$ cat src/rtl/core/ecghr_pkg.sv
// Shared types and constants for the ECG smoothing and heart-rate detector.
// Used by the controller, the datapath and the top level; no dependencies.
package ecghr_pkg;

  // Smoothing window; the mean is an arithmetic shift, so keep it a power of two.
  localparam int unsigned WINDOW   = 8;
  localparam int unsigned IDX_W    = (WINDOW > 1) ? $clog2(WINDOW) : 1;
  localparam int unsigned SHIFT    = $clog2(WINDOW);
  localparam int unsigned SAMPLE_W = 16;
  localparam int unsigned SUM_W    = SAMPLE_W + SHIFT;

  // Rate arithmetic: 60 s/min times 16 fractional steps per bpm.
  localparam int unsigned RATE_SCALE = 960;
  localparam int unsigned RATE_W     = 16;
  localparam int unsigned COUNT_W    = 24;
  localparam int unsigned NUM_W      = $clog2(RATE_SCALE * (2 ** RATE_W - 1) + 1);
  localparam int unsigned REM_W      = COUNT_W + 1;
  localparam int unsigned DIV_STEPS  = NUM_W;
  localparam int unsigned DIV_CNT_W  = $clog2(DIV_STEPS);

  localparam logic [COUNT_W-1:0] COUNT_MAX = {COUNT_W{1'b1}};
  localparam logic [RATE_W-1:0]  RATE_MAX  = {RATE_W{1'b1}};

  // Configuration register indexes.
  localparam logic CFG_PEAK_THRESHOLD = 1'b0;
  localparam logic CFG_SAMPLE_RATE    = 1'b1;

  localparam logic signed [SAMPLE_W-1:0] THRESHOLD_RESET = 16'sd1638;
  localparam logic [RATE_W-1:0]          RATE_HZ_RESET   = 16'd1000;

  // Output stream packing: smoothed, peak_found, rate_bpm, zero padded.
  localparam int unsigned OUT_BITS = SAMPLE_W + 1 + RATE_W;
  localparam int unsigned OUT_W    = ((OUT_BITS + 7) / 8) * 8;

  // Commands from the controller to the datapath.
  typedef struct packed {
    logic load;        // capture the incoming sample
    logic step;        // smoothing, peak tracking and count update
    logic div_step;    // one restoring-division bit
    logic div_finish;  // saturate the quotient into the held rate
    logic emit;        // load the output register
  } cmd_t;

  // Status from the datapath to the controller.
  typedef struct packed {
    logic div_needed;  // this step found a peak with a nonzero count
    logic out_free;    // output register can take a new result
  } sts_t;

endpackage

$ cat src/rtl/core/ecghr_ctrl.sv
// Sequencing state machine for the ECG detector.
// Depends on ecghr_pkg for the command and status structs.
module ecghr_ctrl import ecghr_pkg::*; (
  input  logic clk_i,
  input  logic rst_ni,
  input  logic in_valid_i,
  output logic in_ready_o,
  input  sts_t sts_i,
  output cmd_t cmd_o
);

  localparam logic [2:0] ST_IDLE = 3'd0;
  localparam logic [2:0] ST_CALC = 3'd1;
  localparam logic [2:0] ST_DIV  = 3'd2;
  localparam logic [2:0] ST_FIN  = 3'd3;
  localparam logic [2:0] ST_EMIT = 3'd4;

  logic [2:0]           state_q, state_d;
  logic [DIV_CNT_W-1:0] cnt_q, cnt_d;

  // Next state and command decode.
  always_comb begin
    state_d = state_q;
    cnt_d   = cnt_q;
    cmd_o   = '0;
    unique case (state_q)
      ST_IDLE: begin
        if (in_valid_i) begin
          cmd_o.load = 1'b1;
          state_d    = ST_CALC;
        end
      end
      ST_CALC: begin
        cmd_o.step = 1'b1;
        cnt_d      = '0;
        state_d    = sts_i.div_needed ? ST_DIV : ST_EMIT;
      end
      ST_DIV: begin
        cmd_o.div_step = 1'b1;
        cnt_d          = cnt_q + 1'b1;
        if (cnt_q == DIV_CNT_W'(DIV_STEPS - 1)) begin
          state_d = ST_FIN;
        end
      end
      ST_FIN: begin
        cmd_o.div_finish = 1'b1;
        state_d          = ST_EMIT;
      end
      ST_EMIT: begin
        if (sts_i.out_free) begin
          cmd_o.emit = 1'b1;
          state_d    = ST_IDLE;
        end
      end
      default: state_d = ST_IDLE;
    endcase
  end

  assign in_ready_o = (state_q == ST_IDLE);

  // State and step counter registers.
  always_ff @(posedge clk_i or negedge rst_ni) begin
    if (!rst_ni) begin
      state_q <= ST_IDLE;
      cnt_q   <= '0;
    end else begin
      state_q <= state_d;
      cnt_q   <= cnt_d;
    end
  end

endmodule

$ cat src/rtl/core/ecghr_dp.sv
// Datapath of the ECG detector: window ring, peak tracking, rate divider,
// configuration registers and the output register. Depends on ecghr_pkg.
module ecghr_dp import ecghr_pkg::*; (
  input  logic                       clk_i,
  input  logic                       rst_ni,
  input  cmd_t                       cmd_i,
  output sts_t                       sts_o,
  input  logic signed [SAMPLE_W-1:0] sample_i,
  input  logic                       cfg_valid_i,
  input  logic                       cfg_index_i,
  input  logic [15:0]                cfg_data_i,
  output logic                       out_valid_o,
  input  logic                       out_ready_i,
  output logic [OUT_W-1:0]           out_data_o
);

  logic signed [SAMPLE_W-1:0] thresh_q;
  logic [RATE_W-1:0]          rate_hz_q;

  logic signed [SAMPLE_W-1:0] sample_q;
  logic signed [SAMPLE_W-1:0] ring_q [WINDOW];
  logic [IDX_W-1:0]           idx_q;
  logic signed [SUM_W-1:0]    sum_q;
  logic signed [SAMPLE_W-1:0] last_sm_q;
  logic                       last_rise_q, last_fall_q;
  logic [COUNT_W-1:0]         count_q;
  logic [RATE_W-1:0]          held_q;

  logic [NUM_W-1:0]           num_q;
  logic [COUNT_W-1:0]         den_q;
  logic [REM_W-1:0]           rem_q;

  logic signed [SAMPLE_W-1:0] sm_q;
  logic                       peak_q;
  logic                       out_valid_q;
  logic [OUT_W-1:0]           out_data_q;

  // Configuration writes are always taken.
  always_ff @(posedge clk_i or negedge rst_ni) begin
    if (!rst_ni) begin
      thresh_q  <= THRESHOLD_RESET;
      rate_hz_q <= RATE_HZ_RESET;
    end else if (cfg_valid_i) begin
      unique case (cfg_index_i)
        CFG_PEAK_THRESHOLD: thresh_q  <= $signed(cfg_data_i);
        CFG_SAMPLE_RATE:    rate_hz_q <= cfg_data_i;
        default: ;
      endcase
    end
  end

  // Running sum, floor mean and peak tracking.
  logic signed [SUM_W-1:0]    sum_d;
  logic signed [SUM_W-1:0]    mean_full;
  logic signed [SAMPLE_W-1:0] sm_d;
  logic                       above, rising, falling, peak;
  logic [IDX_W-1:0]           idx_d;

  assign sum_d     = sum_q - SUM_W'(ring_q[idx_q]) + SUM_W'(sample_q);
  assign mean_full = sum_d >>> SHIFT;
  assign sm_d      = mean_full[SAMPLE_W-1:0];
  assign above     = sm_d > thresh_q;
  assign rising    = sm_d > last_sm_q;
  assign falling   = last_rise_q & ~rising;
  assign peak      = above & falling & ~last_fall_q;
  assign idx_d     = (idx_q == IDX_W'(WINDOW - 1)) ? '0 : idx_q + 1'b1;

  assign sts_o.div_needed = peak && (count_q != '0);
  assign sts_o.out_free   = !out_valid_q || out_ready_i;

  always_ff @(posedge clk_i or negedge rst_ni) begin
    if (!rst_ni) begin
      for (int k = 0; k < WINDOW; k++) begin
        ring_q[k] <= '0;
      end
      idx_q       <= '0;
      sum_q       <= '0;
      last_sm_q   <= '0;
      last_rise_q <= 1'b0;
      last_fall_q <= 1'b0;
      count_q     <= '0;
    end else if (cmd_i.step) begin
      ring_q[idx_q] <= sample_q;
      idx_q         <= idx_d;
      sum_q         <= sum_d;
      if (above) begin
        last_sm_q   <= sm_d;
        last_rise_q <= rising;
        last_fall_q <= falling;
      end
      if (peak) begin
        count_q <= '0;
      end else if (count_q != COUNT_MAX) begin
        count_q <= count_q + 1'b1;
      end
    end
  end

  // Sample capture and per-item result staging.
  always_ff @(posedge clk_i) begin
    if (cmd_i.load) begin
      sample_q <= sample_i;
    end
    if (cmd_i.step) begin
      sm_q   <= sm_d;
      peak_q <= peak;
    end
  end

  // Restoring divider, one quotient bit per cycle; quotient builds in num_q.
  logic [REM_W-1:0] rem_shift;
  logic             q_bit;

  assign rem_shift = {rem_q[REM_W-2:0], num_q[NUM_W-1]};
  assign q_bit     = rem_shift >= REM_W'(den_q);

  always_ff @(posedge clk_i) begin
    if (cmd_i.step) begin
      num_q <= NUM_W'(RATE_SCALE) * NUM_W'(rate_hz_q);
      den_q <= count_q;
      rem_q <= '0;
    end else if (cmd_i.div_step) begin
      rem_q <= q_bit ? rem_shift - REM_W'(den_q) : rem_shift;
      num_q <= {num_q[NUM_W-2:0], q_bit};
    end
  end

  // Held rate saturates at the top of its range.
  always_ff @(posedge clk_i or negedge rst_ni) begin
    if (!rst_ni) begin
      held_q <= '0;
    end else if (cmd_i.div_finish) begin
      held_q <= (num_q > NUM_W'(RATE_MAX)) ? RATE_MAX : num_q[RATE_W-1:0];
    end
  end

  // Output register holds a result until the transaction completes.
  always_ff @(posedge clk_i or negedge rst_ni) begin
    if (!rst_ni) begin
      out_valid_q <= 1'b0;
    end else if (cmd_i.emit) begin
      out_valid_q <= 1'b1;
    end else if (out_ready_i) begin
      out_valid_q <= 1'b0;
    end
  end

  always_ff @(posedge clk_i) begin
    if (cmd_i.emit) begin
      out_data_q <= OUT_W'({held_q, peak_q, sm_q});
    end
  end

  assign out_valid_o = out_valid_q;
  assign out_data_o  = out_data_q;

endmodule

$ cat src/rtl/core/ecg_smoothing_heart_rate_detector_core.sv
// A sample transaction loads the sample in IDLE; CALC then smooths it, tracks peaks and
// updates the count. A sample that completes a peak with a nonzero count then runs
// through the bit-serial restoring divider (DIV, then FIN) before EMIT loads the output
// register; EMIT waits while that register is full. No new sample is taken until then.
// A result waiting in the output register does not block the next sample's work.
// Reset (rst_ni, asynchronous, active low) clears the window ring, sum, tracking
// flags, count and held rate, and loads threshold 1638 and sample rate 1000.
module ecg_smoothing_heart_rate_detector_core import ecghr_pkg::*; (
  input  logic              clk_i,
  input  logic              rst_ni,
  input  logic              s_axis_tvalid,
  output logic              s_axis_tready,
  input  logic [15:0]       s_axis_tdata,   // [15:0] sample
  output logic              m_axis_tvalid,
  input  logic              m_axis_tready,
  output logic [OUT_W-1:0]  m_axis_tdata,   // [15:0] smoothed, [16] peak_found,
                                            // [32:17] rate_bpm, rest zero
  input  logic              cfg_valid_i,
  output logic              cfg_ready_o,
  input  logic              cfg_index_i,
  input  logic [15:0]       cfg_data_i
);

  cmd_t cmd;
  sts_t sts;

  assign cfg_ready_o = 1'b1;

  ecghr_ctrl u_ctrl (
    .clk_i      (clk_i),
    .rst_ni     (rst_ni),
    .in_valid_i (s_axis_tvalid),
    .in_ready_o (s_axis_tready),
    .sts_i      (sts),
    .cmd_o      (cmd)
  );

  ecghr_dp u_dp (
    .clk_i       (clk_i),
    .rst_ni      (rst_ni),
    .cmd_i       (cmd),
    .sts_o       (sts),
    .sample_i    ($signed(s_axis_tdata)),
    .cfg_valid_i (cfg_valid_i),
    .cfg_index_i (cfg_index_i),
    .cfg_data_i  (cfg_data_i),
    .out_valid_o (m_axis_tvalid),
    .out_ready_i (m_axis_tready),
    .out_data_o  (m_axis_tdata)
  );

endmodule

$ cat config.mk
export PLATFORM = sky130hd
export DESIGN_NAME = ecg_smoothing_heart_rate_detector_core
export DESIGN_NICKNAME = d
export VERILOG_FILES = /design/src/rtl/core/ecghr_pkg.sv /design/src/rtl/core/ecghr_ctrl.sv /design/src/rtl/core/ecghr_dp.sv /design/src/rtl/core/ecg_smoothing_heart_rate_detector_core.sv
export SDC_FILE = /design/constraint.sdc
export NUM_CORES = 1
export LEC_CHECK = 0
export BUFFER_PORTS_ARGS = -buffer_cell sky130_fd_sc_hd__buf_2
export CAP_MARGIN = 25
export CORE_ASPECT_RATIO = 1.5
export CORE_UTILIZATION = 50
export DETAILED_ROUTE_END_ITERATION = 8
export HOLD_SLACK_MARGIN = 0.03
export PLACE_DENSITY = 0.7
export SLEW_MARGIN = 10
export SYNTH_ARGS = -nofsm -noshare
export SYNTH_HDL_FRONTEND = slang
export SYNTH_SLANG_ARGS = --single-unit
$ cat constraint.sdc
create_clock -name clk_i -period 7.55 [get_ports clk_i]
set_input_delay 0.3775 -clock clk_i [delete_from_list [all_inputs] [get_ports clk_i]]
set_output_delay 0.3775 -clock clk_i [all_outputs]
set_load 0.005 [all_outputs]
Word level (Yosys, flattened, before mapping)
Index checks and enable logic that the tools add are counted.
{"block": "op_classes", "bitwise": 7, "mul": 1, "eq_ne": 10, "order_cmp": 6, "mux": 28, "add_sub_neg": 6, "n_reduce_logical": 15}
{"operator": "$bwmux W128", "n": 1}
{"operator": "$mux W24", "n": 3}
{"operator": "$mux W16", "n": 4}
{"operator": "$mux W26", "n": 2}
{"operator": "$bmux W16 S3", "n": 1}
{"operator": "$demux W16 S3", "n": 1}
{"operator": "$gt A16 B16 Y1", "n": 2}
{"operator": "$gt A26 B16 Y1 const B", "n": 1}
{"operator": "$ge A25 B24 Y1", "n": 1}
{"operator": "$add A24 B1 Y24 const B", "n": 1}
{"operator": "$ne A24 B24 Y1 const B", "n": 1}
{"operator": "$reduce_bool A24 Y1", "n": 1}
{"operator": "$sub A24 B24 Y24", "n": 1}
{"operator": "$mul A4 B16 Y20 const A", "n": 1}
{"operator": "$add A19 B16 Y19", "n": 1}
{"operator": "$sub A19 B16 Y19", "n": 1}
{"operator": "$mux W3", "n": 5}
{"operator": "$pmux W3 S5", "n": 1}
{"operator": "$pmux W5 S2", "n": 1}
{"operator": "$mux W1", "n": 9}
{"operator": "$reduce_and A2 Y1", "n": 4}
{"operator": "$reduce_bool A2 Y1", "n": 4}
{"operator": "$eq A3 B2 Y1 const B", "n": 2}
{"operator": "$eq A3 B3 Y1 const B", "n": 2}
{"operator": "16 further kinds", "n": 22}
{"block": "word_totals", "in_bits": 38, "reg_bits": 389, "word_cells": 101, "out_inout_bits": 43}

Longest topological paths before layout
Gate-level depths: netlist of the first run.
{"block": "depth", "depth_word": 14, "depth_mapped": 30, "ltp_nobuf": 25}

Modules after synthesis
From an unflattened synthesis of the first run, not the netlist that was laid out.
{"block": "unflattened", "hier_cells": 1900, "area_unflattened_um2": 20722.4}
{"module": "ecghr_dp", "instances": 1, "cells_each": 1856, "seq_area_each_um2": 9949.5, "area_per_inst_um2": 20260.7}
{"module": "ecghr_ctrl", "instances": 1, "cells_each": 42, "seq_area_each_um2": 200.2, "area_per_inst_um2": 450.4}
{"module": "ecg_smoothing_heart_rate_detector_core", "instances": 1, "cells_each": 2, "seq_area_each_um2": 0.0, "area_per_inst_um2": 11.3}

Worst setup path before layout of the first run
No wires, ideal clock.
{"block": "synth_path", "path_kind": "reg2reg", "from": "register u_dp.idx_q[1]", "to": "register u_dp.count_q[10]", "setup_ps": 132, "setup_slack_ps": 1143, "synth_period_minus_slack_ps": 6407, "required_time_ps": 7418, "path_stages_with_launch": 25, "path_buffers": 3, "t_arrival_ps": 6276, "cell_sequence": "dfrtp_1 > buf_2 > buf_1 > mux4_2 > mux2_2 > fa_1 > inv_1 > ha_1 > and2_1 > a221o_1 > a211oi_2 > a21oi_1 > or4_1 > a31oi_1 > xnor2_1 > inv_1 > ha_1 > nand4_1 > a2111o_1 > o211ai_1 > mux2i_1 > nand2_2 > nor3_2 > clkbuf_1 > nor2_1"}
{"block": "synth_between", "elab_chain_len": 13, "elab_cells_between_ends": 15, "cone_classes": "add/sub: 2; order compare: 2; mux: 4; bitwise: 5; reduce/logical: 2"}
{"element": "start, declared", "line": "ecghr_dp.sv:22", "rtl": "logic [IDX_W-1:0] idx_q;"}
{"element": "start signal, assigned", "line": "ecghr_dp.sv:84", "rtl": "idx_q <= idx_d;"}
{"element": "$not A3 Y4 (not written as such) *", "line": "ecghr_dp.sv:59", "rtl": "assign sum_d = sum_q - SUM_W'(ring_q[idx_q]) + SUM_W'(sample_q);"}
{"element": "$bmux W16 S3 *", "line": "ecghr_dp.sv:59"}
{"element": "$mux W16 (not written as such) * (2 in series)", "line": "ecghr_dp.sv:59"}
{"element": "$sub A19 B16 Y19 *", "line": "ecghr_dp.sv:59"}
{"element": "$add A19 B16 Y19 *", "line": "ecghr_dp.sv:59"}
{"element": "named net u_dp.sum_d[18]", "line": "ecghr_dp.sv:53", "rtl": "logic signed [SUM_W-1:0] sum_d;"}
{"element": "$gt A16 B16 Y1", "line": "ecghr_dp.sv:63", "rtl": "assign rising = sm_d > last_sm_q;"}
{"element": "$not A1 Y1", "line": "ecghr_dp.sv:64", "rtl": "assign falling = last_rise_q & ~rising;"}
{"element": "$and A1 B1 Y1", "line": "ecghr_dp.sv:64"}
{"element": "$and A1 B1 Y1 * (2 in series)", "line": "ecghr_dp.sv:65", "rtl": "assign peak = above & falling & ~last_fall_q;"}
{"element": "$reduce_bool A2 Y1 (no line)"}
{"element": "$reduce_and A2 Y1 (no line)"}
{"element": "end signal, assigned", "line": "ecghr_dp.sv:94", "rtl": "count_q <= count_q + 1'b1;"}
{"element": "end, declared", "line": "ecghr_dp.sv:26", "rtl": "logic [COUNT_W-1:0] count_q;"}
The timed path passes the listed nets; every way through them passes the cells marked *. The select of a mux whose other input is x is not followed.
A chain may end at the register's enable or synchronous reset.

Final worst setup path of the first run
{"block": "layout_path", "from": "register u_dp.idx_q[0]", "to": "register u_dp.count_q[2]"}
The elaborated chain is that of the path after synthesis.

==> run summary, run 1 <==
The run finished, with violations left. The final reports fail on DRC. The total inserted antenna cells came out at 0. The detailed-route wire length was 44480 µm; the area share of the leading cell type in the synthesized netlist was 29.19%. The first-pass GRT wire length was 72750 µm. The first routing iteration left 1037 violations. The number of max-slew violations in the final report came out at 0.

The number of distinct library cell variants in the gate-level netlist after synthesis was 82; the die width was 166.6 µm. The number of standard cells after synthesis came out at 1865. The most common cell after layout, fill and taps aside was sky130_fd_sc_hd__nand2_1. The run gives 146.4 MHz as the maximum operating frequency. The remaining routing DRC violations was 11.

The congestion estimate from routability-driven global placement came to 0.9136. STA classifies the critical path endpoint as a register. The tools report the arrival time at the worst endpoint as 7250 ps. The die extent in y was 248.9 µm; the via count of the first global-routing pass was 14370.

The buffer type at the clock tree root is sky130_fd_sc_hd__clkbuf_16. A synthesized cell averages 10.89 µm². The number of hold-slack violations in the final timing report is 0, and the starting utilization of the core area is 50.68%. The core footprint came out at 40090 µm². The final clock skew was 26.10 ps; the slew at the pin closest to its max-slew limit was 947.9 ps. The final layout contains 2143 nets. Setup repair after global routing left no endpoint under its margin. The first detailed-routing pass took 7 iterations.

The max-capacitance violation count was 0. The final setup violation count is 0, and the maximum number of pins on one net before global-route repair is 122. The highest net fanout along the worst path is 25, and the number of clock buffers inserted by TritonCTS is 38. CTS saw 389 sinks. The layout overhead on the synthesized area was 11.85%.

The tools report the initial antenna violation count as 0. The path class of the tightest hold or removal check is in -> reg. Wire length per cell: 17.87 µm. In the layout the commonest cells are 245 x sky130_fd_sc_hd__nand2_1, 235 x sky130_fd_sc_hd__dfrtp_1, 192 x sky130_fd_sc_hd__o21ai_0. 81 I/O pins were placed. In this run the number of H-tree levels came out at 2. The largest total area in the synthesized netlist belongs to sky130_fd_sc_hd__dfrtp_1. For the sum of net half-perimeters after detailed placement, the log shows 32060 µm. Counting flops and latches in the post-synthesis netlist gives 389. The count of warnings emitted by yosys is 0, and the maximum clock insertion buffer count is 3.

Counting I/O delays and the setup requirement, the final critical path takes 6831 ps. The overall overflow remaining after global route is 0, and the cell area after synthesis is 20320 µm². The residual antenna-violating net count after detailed routing is 0.

For the worst-skew pair, the clock arrives at the later sink with an insertion delay of 550 ps. Summing the sequential cell areas from Yosys gives 49.95% of the chip area. The count of flip-flops with a built-in enable after synthesis works out to 110.

By area the synthesized netlist is led by sky130_fd_sc_hd__dfrtp_1 29%, sky130_fd_sc_hd__edfxtp_1 16%, sky130_fd_sc_hd__ha_1 6.4%. After clock tree synthesis, the clock-pin slew on the worst setup and hold paths is 70 ps. The relative max-transition margin was 35.98%; the total of buffers placed on input and output ports was 72. The total routing resource utilization after global routing is 21.89%. The post-route netlist has 15.53% of its cells at a drive strength greater than 1. The tools report the post-route setup TNS as 0 ps. After layout, the worst path uses 90.48% of the clock period. The worst setup path is of the reg -> reg kind. Summing over every cut layer, the via total after detailed routing is 14000. Post-CTS timing repair inserted 0 buffers for setup. For the worst setup path, the data required time is 7970 ps. On the critical path, the stage with the largest delay is an instance of sky130_fd_sc_hd__dfrtp_2.

Share of flip-flops with an asynchronous set or reset after synthesis: 64.01%. The most used flip-flop cell after synthesis is sky130_fd_sc_hd__dfrtp_1. After detailed routing, the number of vias per cell comes to 5.625. The overall die area is 41460 µm². Broken down by cell family, the worst path's largest delay share belongs to compound AO/OA/AOI/OAI gates.

The worst path buffer plus inverter count is 4. The maximum single-stage delay on the critical path is 680 ps. TritonCTS built the clock tree.

After floorplanning, the core was divided into 90 placement rows. The most common cell type on the critical path was sky130_fd_sc_hd__nor2_1. STA classifies the critical path startpoint as a register.
## worst reg2reg max path, delay by kind of cell (launching register included)
family / cells / cell delay [ps]
xor+xnor: 1 / 180
simple gates: 7 / 1500
mux: 1 / 340
flops: 1 / 680
buf+inv: 4 / 750
compound gates: 9 / 1950
fa+ha+maj: 3 / 1320
## cell type report
cell class / instances / area (µm²)
well taps: 506 / 633.1
clock buffers: 54 / 1122
fillers: 3391 / 17360
repair buffers: 124 / 853.3
inverters: 151 / 568.0
multi-input cells: 1249 / 9263
clock inverters: 16 / 133.9
flip-flops and latches: 389 / 10150
## repair_timing
action                                  4_1_cts  5_1_grt
gates resized for setup                       0        1
endpoints found under the setup margin        0       32
hold endpoints to repair                    129        0
hold buffers                                 17        0
## cells in the mapped netlist (27+ instances only)
cell type                  instances
sky130_fd_sc_hd__xnor2_1          38
sky130_fd_sc_hd__a21oi_1          63
sky130_fd_sc_hd__nand2_1         245
sky130_fd_sc_hd__ha_1            104
sky130_fd_sc_hd__dfrtp_1         237
sky130_fd_sc_hd__clkbuf_1         52
sky130_fd_sc_hd__dfxtp_1          30
sky130_fd_sc_hd__xor2_1           32
sky130_fd_sc_hd__inv_1           150
sky130_fd_sc_hd__nand3_1          28
sky130_fd_sc_hd__mux2_2           80
sky130_fd_sc_hd__nor2_1           84
sky130_fd_sc_hd__edfxtp_1        110
sky130_fd_sc_hd__mux2i_1          27
sky130_fd_sc_hd__a21o_1           27
sky130_fd_sc_hd__fa_1             48
sky130_fd_sc_hd__o21ai_0         192
## per-layer routing
| metal | part of all wire [%] | global-route usage, % | up-vias | wire length, µm |
|---|---|---|---|---|
| met2 | 53 | 40.80 | 305 | 23680 |
| li1 | - | - | 6705 | - |
| met5 | 0 | 0 | - | 0 |
| met1 | 40 | 25.15 | 6886 | 17650 |
| met3 | 3.4 | 2.717 | 105 | 1499 |
| met4 | 3.7 | 9.021 | 0 | 1651 |
## per-stage QoR
| step | hold slack (ps) | area, µm² | std cells | utilization (%) | setup WS, ps |
|---|---|---|---|---|---|
| after detailed placement | 406.3 | 21260 | 2400 | 53.02 | 495.9 |
| after CTS | 48.12 | 22680 | 2487 | 56.58 | 491.3 |
| after global routing | 61.05 | 22730 | 2489 | 56.69 | 96.72 |
| after global placement | 402.5 | 21210 | 2397 | 52.91 | 784.0 |
| final | 65.97 | 22730 | 2489 | 56.69 | 718.8 |
| after floorplan | 81.91 | 20340 | 1871 | - | 1143 |
## sequential cells by signal, summed over array words and instances (netlist names), 16 cells and up
| name | cells |
|---|---|
| u_dp.ring_q | 128 |
| u_dp.den_q | 24 |
| u_dp.out_data_o | 33 |
| u_dp.sm_q | 16 |
| u_dp.last_sm_q | 16 |
| u_dp.rate_hz_q | 16 |
| u_dp.count_q | 24 |
| u_dp.thresh_q | 16 |
| u_dp.sum_q | 19 |
| u_dp.num_q | 26 |
| u_dp.rem_q | 24 |
| u_dp.held_q | 16 |
| u_dp.sample_q | 16 |
## cells by family (layout without fill, tap and decap cells)
kind of cell,after synthesis,in the layout,synth area share (%)
AND/OR/NAND/NOR,478,478,10.57
flip-flops,389,389,49.95
other,2,8,0.03696
XOR/XNOR,70,70,3.017
adder cells (fa/ha/maj),152,152,11.13
buffers and inverters,233,345,4.643
AO/OA/AOI/OAI,413,413,12.56
multiplexers,128,128,8.092
## worst paths after layout
check	end	cells after the start	from	slack [ps]
min in group asynchronous	u_dp.ring_q[104]$_DFFE_PN0P_	2	rst_ni	530
hold / removal	u_dp.thresh_q[12]$_DFFE_PN0P_	3	cfg_data_i[12]	70
max in group asynchronous	u_dp.idx_q[0]$_DFFE_PN0P_	4	rst_ni	5720
setup reg to reg	u_dp.count_q[2]$_DFFE_PN0P_	25	u_dp.idx_q[0]$_DFFE_PN0P_	720
setup / recovery	u_dp.count_q[2]$_DFFE_PN0P_	25	u_dp.idx_q[0]$_DFFE_PN0P_	720
hold reg to reg	u_dp.out_data_o[13]$_DFFE_PP_	0	u_dp.sm_q[13]$_DFFE_PP_	420
Power of run 1 is not shown: default switching activity piles up to over one toggle a cycle in this logic, so the estimate is an artifact.
==> run 2: changes to the inputs <==
--- a/config.mk
+++ b/config.mk
@@ -11,7 +11,7 @@
 export CORE_UTILIZATION = 50
 export DETAILED_ROUTE_END_ITERATION = 8
 export HOLD_SLACK_MARGIN = 0.03
-export PLACE_DENSITY = 0.7
+export PLACE_DENSITY = 0.67
 export SLEW_MARGIN = 10
 export SYNTH_ARGS = -nofsm -noshare
 export SYNTH_HDL_FRONTEND = slang
==> run summary, run 2 (synthesized netlist as in run 1, its figures left out) <==
The flow ran to the end, but the final reports show violations. The checks that failed: DRC. Register with the highest flop count: u_dp.ring_q.

The overall overflow remaining after global route was 0 (unchanged); the initial antenna violation count was 0 (unchanged). The number of fillers in the final layout is 3357 (-1.0%), and the starting utilization of the core area is 50.68% (unchanged). The slew at the pin closest to its max-slew limit came out at 984.4 ps (+36.49 ps). The run gives 0.9200 (+0.70%) as the last weighted congestion value of the routability-driven placer.

The final setup violation count came out at 0 (unchanged). The length in cells of the worst reg-to-reg path works out to 23 (-8.0%). The row count came out at 90 (unchanged). The highest net fanout along the worst path was 26 (+4.0%); the post-route setup TNS was 0 ps (unchanged). The layout overhead on the synthesized area is 11.96%. The worst hold path terminates at u_dp.thresh_q[12]$_DFFE_PN0P_.

In the layout the commonest cells are 245 x sky130_fd_sc_hd__nand2_1, 235 x sky130_fd_sc_hd__dfrtp_1, 192 x sky130_fd_sc_hd__o21ai_0. The tools report the start point of the worst min-delay path as cfg_data_i[12]. For the detailed-router iteration count before antenna repair, the log shows 9 (+2).

Setup repair after global routing left no endpoint under its margin. The flip-flop count of the largest register after layout works out to 128 (unchanged). The run gives 782 (-25%) as the violation count after the first detailed-route iteration.

The tools report the post-route cell area as 22750 µm² (+0.10%). The worst setup path is launched from a register. Clock tree synthesis selected as its root buffer the cell sky130_fd_sc_hd__clkbuf_16. The min-delay analysis places its worst path in the category in -> reg. The hold-critical path depth is 3 (unchanged), and the total inserted antenna cells is 0 (unchanged). The portion of the clock cycle consumed by the worst path in the final layout is 91.13% (+0.65 points). The startpoint identified for the worst register-to-register timing path is u_dp.idx_q[2]$_DFFE_PN0P_. The clock transition at the register clock pins on the worst setup and hold paths after CTS is 60 ps (about the same).

The logs give 81 (unchanged) for the number of placed I/O pins and 2143 (unchanged) for the final net count. The sum of net half-perimeters after detailed placement was 32050 µm (about the same). The logs give 14340 (-0.19%) for the via count of the first global-routing pass and 73800 µm (+1.4%) for the first-pass GRT wire length.

The library cell used most frequently in the layout, excluding fill and tap cells, is sky130_fd_sc_hd__nand2_1. For the residual antenna-violating net count after detailed routing, the log shows 0 (unchanged). The detailed-route wire length was 44560 µm (+0.19%). Final clock skew: 32.11 ps (+6.014 ps). The number of hold-slack violations in the final timing report was 0 (unchanged); the vias per cell was 5.620 (about the same).

The die extent in y was 248.9 µm (unchanged); the required time of the worst setup path was 7970 ps (about the same). The worst setup path is captured at a register. The clock net sink count is 389 (unchanged). The clock insertion delay at the later pin of the skew report was 570 ps (+20 ps). The run gives 13990 (-0.10%) as the overall via count from detail_route.

The shortest period the worst path allows is 6880 ps (+49.23 ps), and the number of levels the H-tree was split into is 2 (unchanged). The number of max-slew violations in the final report was 0 (unchanged); the maximum clock insertion buffer count was 3 (unchanged). Core footprint: 40090 µm² (unchanged). The max-capacitance violation count was 0 (unchanged).

Number of clock buffers inserted by TritonCTS: 39 (+2.6%). The die width was 166.6 µm (unchanged). The overall die area was 41460 µm² (unchanged); the relative max-transition margin was 34.38% (-1.6 points). The share of cells above drive strength 1 was 15.43% (-0.10 points).

The logs give 21270 µm² (about the same) for the standard cell area after detailed placement and 22.25% (+0.36 points) for the total routing resource utilization after global routing. For the arrival time at the worst endpoint, the log shows 7300 ps (+50 ps). TritonCTS built the clock tree. Start-to-end type of the worst setup path: reg -> reg.

Setup slack of the worst register-to-register path: 670 ps (-50 ps). The number of buffers inserted by post-CTS setup repair was 0 (unchanged). The wire length per cell is 17.90 µm (+0.19%).

Maximum operating frequency: 145.3 MHz (-0.72%). Maximum number of pins on one net before global-route repair: 131 (+7.4%). The tools report the remaining routing DRC violations as 9 (-2). The total of buffers placed on input and output ports was 72 (unchanged). In this run the critical register-to-register path is captured at u_dp.count_q[12]$_DFFE_PN0P_.
run 2: per-stage QoR:
stage          util [%]  std cells  hold WS [ps]  worst slack, ps
2_1_floorplan         -       1871         81.91             1143
3_3_place_gp      52.96       2398         401.2            885.1
3_5_place_dp      53.07       2400         404.5            723.5
4_1_cts           56.71       2488         41.15            680.4
5_1_grt           56.75       2489         65.37            182.8
6_report          56.75       2489         58.37            669.6
run 2: routing by layer:
layer  up-vias  share of wire, %  global-route usage [%]
met5         -                 0                       0
met4         0               3.6                   8.757
met3        91               3.1                   2.415
met2       244                53                   41.37
met1      6955                40                   26.05
li1       6697                 -                       -
run 2: timing repair:
| action | 4_1_cts | 5_1_grt |
|---|---|---|
| resized for setup | 0 | 0 |
| endpoints found under the hold margin | 135 | 0 |
| hold buffers | 17 | 0 |
| setup endpoints to repair | 0 | 0 |
run 2: worst max path at each step:
stage,from,to,depth (start not counted)
after floorplan,u_dp.idx_q[1]$_DFFE_PN0P_,u_dp.count_q[10]$_DFFE_PN0P_,24
after global placement,u_dp.idx_q[2]$_DFFE_PN0P_,u_dp.count_q[11]$_DFFE_PN0P_,23
after detailed placement,u_dp.idx_q[0]$_DFFE_PN0P_,u_dp.count_q[4]$_DFFE_PN0P_,23
after CTS,u_dp.idx_q[2]$_DFFE_PN0P_,u_dp.count_q[12]$_DFFE_PN0P_,23
after global routing,u_dp.idx_q[0]$_DFFE_PN0P_,u_dp.count_q[12]$_DFFE_PN0P_,25
final,u_dp.idx_q[2]$_DFFE_PN0P_,u_dp.count_q[12]$_DFFE_PN0P_,23
run 2: critical path: stages, from the launching register on:
cell and delay (ps):
sky130_fd_sc_hd__dfrtp_2 700, sky130_fd_sc_hd__buf_4 410, sky130_fd_sc_hd__mux4_2 360, sky130_fd_sc_hd__mux2_2 290, sky130_fd_sc_hd__fa_1 480, sky130_fd_sc_hd__inv_1 40, sky130_fd_sc_hd__ha_1 360, sky130_fd_sc_hd__and2_1 220
sky130_fd_sc_hd__a221o_1 340, sky130_fd_sc_hd__a211oi_2 200, sky130_fd_sc_hd__a21oi_1 140, sky130_fd_sc_hd__or4_1 430, sky130_fd_sc_hd__a31oi_1 210, sky130_fd_sc_hd__xnor2_1 180, sky130_fd_sc_hd__inv_1 130, sky130_fd_sc_hd__ha_1 360
sky130_fd_sc_hd__nand4_1 140, sky130_fd_sc_hd__a2111o_1 310, sky130_fd_sc_hd__o211ai_1 100, sky130_fd_sc_hd__mux2i_1 310, sky130_fd_sc_hd__nand2_2 380, sky130_fd_sc_hd__nor3_2 220, sky130_fd_sc_hd__buf_4 290, sky130_fd_sc_hd__nor2_1 100
run 2: area by class of cell:
cell class / count / area [µm²] / area share, %
multi-input combinational: 1249 / 9263 / 40.72
tap: 506 / 633.1 / 2.783
clock inverter: 17 / 165.2 / 0.7260
clock buffer: 54 / 1125 / 4.944
sequential: 389 / 10150 / 44.63
timing repair buffer: 123 / 843.3 / 3.707
inverter: 151 / 568.0 / 2.497
Power of run 2 is left out for the same reason.
==> run 3: changes to the inputs <==
--- a/config.mk
+++ b/config.mk
@@ -7,11 +7,13 @@
 export LEC_CHECK = 0
 export BUFFER_PORTS_ARGS = -buffer_cell sky130_fd_sc_hd__buf_2
 export CAP_MARGIN = 25
+export CELL_PAD_IN_SITES_DETAIL_PLACEMENT = 1
+export CELL_PAD_IN_SITES_GLOBAL_PLACEMENT = 1
 export CORE_ASPECT_RATIO = 1.5
 export CORE_UTILIZATION = 50
 export DETAILED_ROUTE_END_ITERATION = 8
 export HOLD_SLACK_MARGIN = 0.03
-export PLACE_DENSITY = 0.67
+export PLACE_DENSITY_LB_ADDON = 0.1
 export SLEW_MARGIN = 10
 export SYNTH_ARGS = -nofsm -noshare
 export SYNTH_HDL_FRONTEND = slang
==> run summary, run 3 (synthesized netlist as in run 1, its figures left out) <==
The flow ran to the end, but the final reports show violations. The checks that failed: DRC. The maximum operating frequency is 144.9 MHz (-0.33%). The quantity of hold-fixing buffers added after cts came out at 17 (unchanged). The initial antenna violation count is 0 (unchanged). The wire length per cell is 20.56 µm (+15%), and the total inserted antenna cells is 0 (unchanged).

The required time of the worst setup path came out at 7960 ps (about the same). The sum of net half-perimeters after detailed placement came out at 36710 µm (+15%). The share of cells above drive strength 1 was 15.67% (+0.24 points); the relative max-transition margin was 35.39% (+1.0 points). The post-route cell area is 22900 µm² (+0.65%), and the violation count after the first detailed-route iteration is 566 (-28%).

Core footprint: 40090 µm² (unchanged). Worst hold path class: in -> reg. The tools report the first-pass GRT wire length as 84250 µm (+14%). The logs give 389 (unchanged) for the clock net sink count and 41460 µm² (unchanged) for the overall die area. Counting stages on the worst path, the most repeated cell is sky130_fd_sc_hd__buf_4. The number of hold-slack violations in the final timing report was 0 (unchanged).

The number of levels the H-tree was split into is 2 (unchanged), and the number of fillers in the final layout is 4282 (+28%). The clock insertion delay at the later pin of the skew report is 550 ps (-20 ps), and the share of the core filled with cells in the final layout is 57.12% (+0.37 points). The tools report the final setup violation count as 0 (unchanged).

The row count came out at 90 (unchanged). The standard cell area after detailed placement is 21280 µm² (about the same). In the layout the commonest cells are 245 x sky130_fd_sc_hd__nand2_1, 235 x sky130_fd_sc_hd__dfrtp_1, 192 x sky130_fd_sc_hd__o21ai_0.

The run gives 650 ps (-20 ps) as the setup slack of the worst register-to-register path. In this run the most critical hold path is launched from cfg_data_i[11]. The detailed-router iteration count before antenna repair was 6 (-3); the arrival time at the worst endpoint was 7310 ps (about the same).

The tools report the number of clock buffers inserted by TritonCTS as 40 (+2.6%). The fraction of met1 tracks used by global routing was 29.34% (+3.3 points); the length in cells of the worst reg-to-reg path was 24 (+4.3%). The last weighted congestion value of the routability-driven placer is 0.8624 (-6.3%), and the remaining routing DRC violations is 5 (-4). Compared with the post-synthesis result, the final layout area differs by 12.69%.

The run gives 135 (+3.1%) as the maximum number of pins on one net before global-route repair. STA classifies the critical path startpoint as a register. The total routing resource utilization after global routing is 25.71% (+3.5 points), and the number of placed I/O pins is 81 (unchanged).

The worst hold path terminates at u_dp.thresh_q[11]$_DFFE_PN0P_. Most common cell after layout, fill and taps aside: sky130_fd_sc_hd__nand2_1. The post-route setup TNS came out at 0 ps (unchanged). For the via count of the first global-routing pass, the log shows 15800 (+10%). The worst register-to-register path ends at u_dp.count_q[14]$_DFFE_PN0P_. Met2 track utilization from global routing: 48.69% (+7.3 points).

The tools report the detailed-route wire length as 51210 µm (+15%). The starting utilization of the core area is 50.68% (unchanged), and the die width is 166.6 µm (unchanged). CTS placed an instance of sky130_fd_sc_hd__clkbuf_16 at the clock tree root. The residual antenna-violating net count after detailed routing is 0 (unchanged). The portion of the clock cycle consumed by the worst path in the final layout was 91.43% (+0.30 points). The highest net fanout along the worst path is 25 (-3.8%), and the count of instances resized after the clock tree is built is 0 (unchanged).

For the maximum clock insertion buffer count, the log shows 3 (unchanged). The flip-flop count of the largest register after layout is 128 (unchanged). Overall via count from detail_route: 14220 (+1.7%). The startpoint identified for the worst register-to-register timing path is u_dp.idx_q[0]$_DFFE_PN0P_.

The register with the highest flop count was u_dp.ring_q. The number of max-slew violations in the final report is 0 (unchanged). met2 is the most crowded layer. The max-capacitance violation count came out at 0 (unchanged).

Walking the worst path, the cells encountered are buf_4, mux4_2, mux2_2, fa_1, inv_1, ha_1, and3_1, and3_2, o311ai_0, a21oi_1, or4_1, a31oi_1, xnor2_1, inv_1, ha_1, nand4_1, a2111o_1, o211ai_1, mux2i_1, nand2_2, buf_4, nor3_2, buf_4, nor2_1. The total of buffers placed on input and output ports works out to 72 (unchanged). Die extent in y: 248.9 µm (unchanged). The number of buffers inserted by post-CTS setup repair is 0 (unchanged), and the maximum single-stage delay on the critical path is 920 ps (+220 ps). The tools report the final clock skew as 21.45 ps (-10.66 ps).

The slowest cell on the critical path was sky130_fd_sc_hd__dfrtp_1. The clock transition at the register clock pins on the worst setup and hold paths after CTS was 60 ps (about the same). The shortest period the worst path allows came out at 6903 ps (+22.58 ps).

TritonCTS built the clock tree. The overall overflow remaining after global route was 0 (unchanged); the slew at the pin closest to its max-slew limit was 956.5 ps (-27.87 ps). The start-to-end type of the worst setup path was reg -> reg. The met3 demand-to-capacity share in global routing is 2.844% (+0.43 points), and the vias per cell is 5.708 (+1.6%). Hold-critical path depth: 3 (unchanged). The worst setup path is captured at a register. Setup repair after global routing left no endpoint under its margin.

Final net count: 2143 (unchanged).
==> run 3: cell count changes in the layout (fill, tap and decap cells not counted), sizes merged <==
cell / previous run / this run
buf: 106 / 105
inv: 152 / 153
bufinv: 2 / 4
clkinvlp: 4 / 3
clkinv: 10 / 5
clkbuf: 54 / 60
==> run 3: per-stage QoR <==
step	worst slack [ps]	instances	hold WS [ps]
final	647.0	2491	73.11
after global routing	117.6	2491	92.03
after CTS	598.7	2491	58.73
after detailed placement	579.8	2400	407.5
after global placement	761.3	2399	404.7
after floorplan	1143	1871	81.91
==> run 3: layout make-up <==
class / count / area [µm²] / share of cell area [%]
Clock inverter: 14 / 196.4 / 0.8579
Sequential cell: 389 / 10150 / 44.34
Timing Repair Buffer: 122 / 833.3 / 3.639
Inverter: 151 / 568.0 / 2.481
Clock buffer: 60 / 1251 / 5.464
Tap cell: 506 / 633.1 / 2.765
Multi-Input combinational cell: 1249 / 9263 / 40.45
==> run 3: layer usage <==
metal  wire length (µm)  part of all wire [%]
met1              20360                    40
met2              27850                    54
met3               1190                   2.3
met4               1816                   3.5
met5                  0                     0
==> run 3: worst max-delay path by stage <==
| stage | end | start | cells past startpoint | slack, ps |
|---|---|---|---|---|
| floorplan | u_dp.count_q[10]$_DFFE_PN0P_ | u_dp.idx_q[1]$_DFFE_PN0P_ | 24 | 1140 |
| CTS | u_dp.count_q[11]$_DFFE_PN0P_ | u_dp.idx_q[0]$_DFFE_PN0P_ | 24 | 600 |
| finish | u_dp.count_q[14]$_DFFE_PN0P_ | u_dp.idx_q[0]$_DFFE_PN0P_ | 24 | 650 |
| detailed placement | u_dp.count_q[11]$_DFFE_PN0P_ | u_dp.idx_q[0]$_DFFE_PN0P_ | 24 | 580 |
| global placement | u_dp.count_q[11]$_DFFE_PN0P_ | u_dp.idx_q[0]$_DFFE_PN0P_ | 24 | 760 |
| global route | u_dp.count_q[11]$_DFFE_PN0P_ | u_dp.idx_q[0]$_DFFE_PN0P_ | 25 | 120 |
==> run 3: worst max-delay path, delay by kind of cell, from the launching register on <==
kind | cells | cell delay (ps)
AOI/OAI and AO/OA | 5 | 880
xor gates and xnor gates | 1 | 200
adders and majority gates | 3 | 1170
buffers and inverters | 5 | 1040
DFF | 1 | 920
muxes | 3 | 1160
and+or+nand+nor | 7 | 1340
Power of run 3 is left out for the same reason.
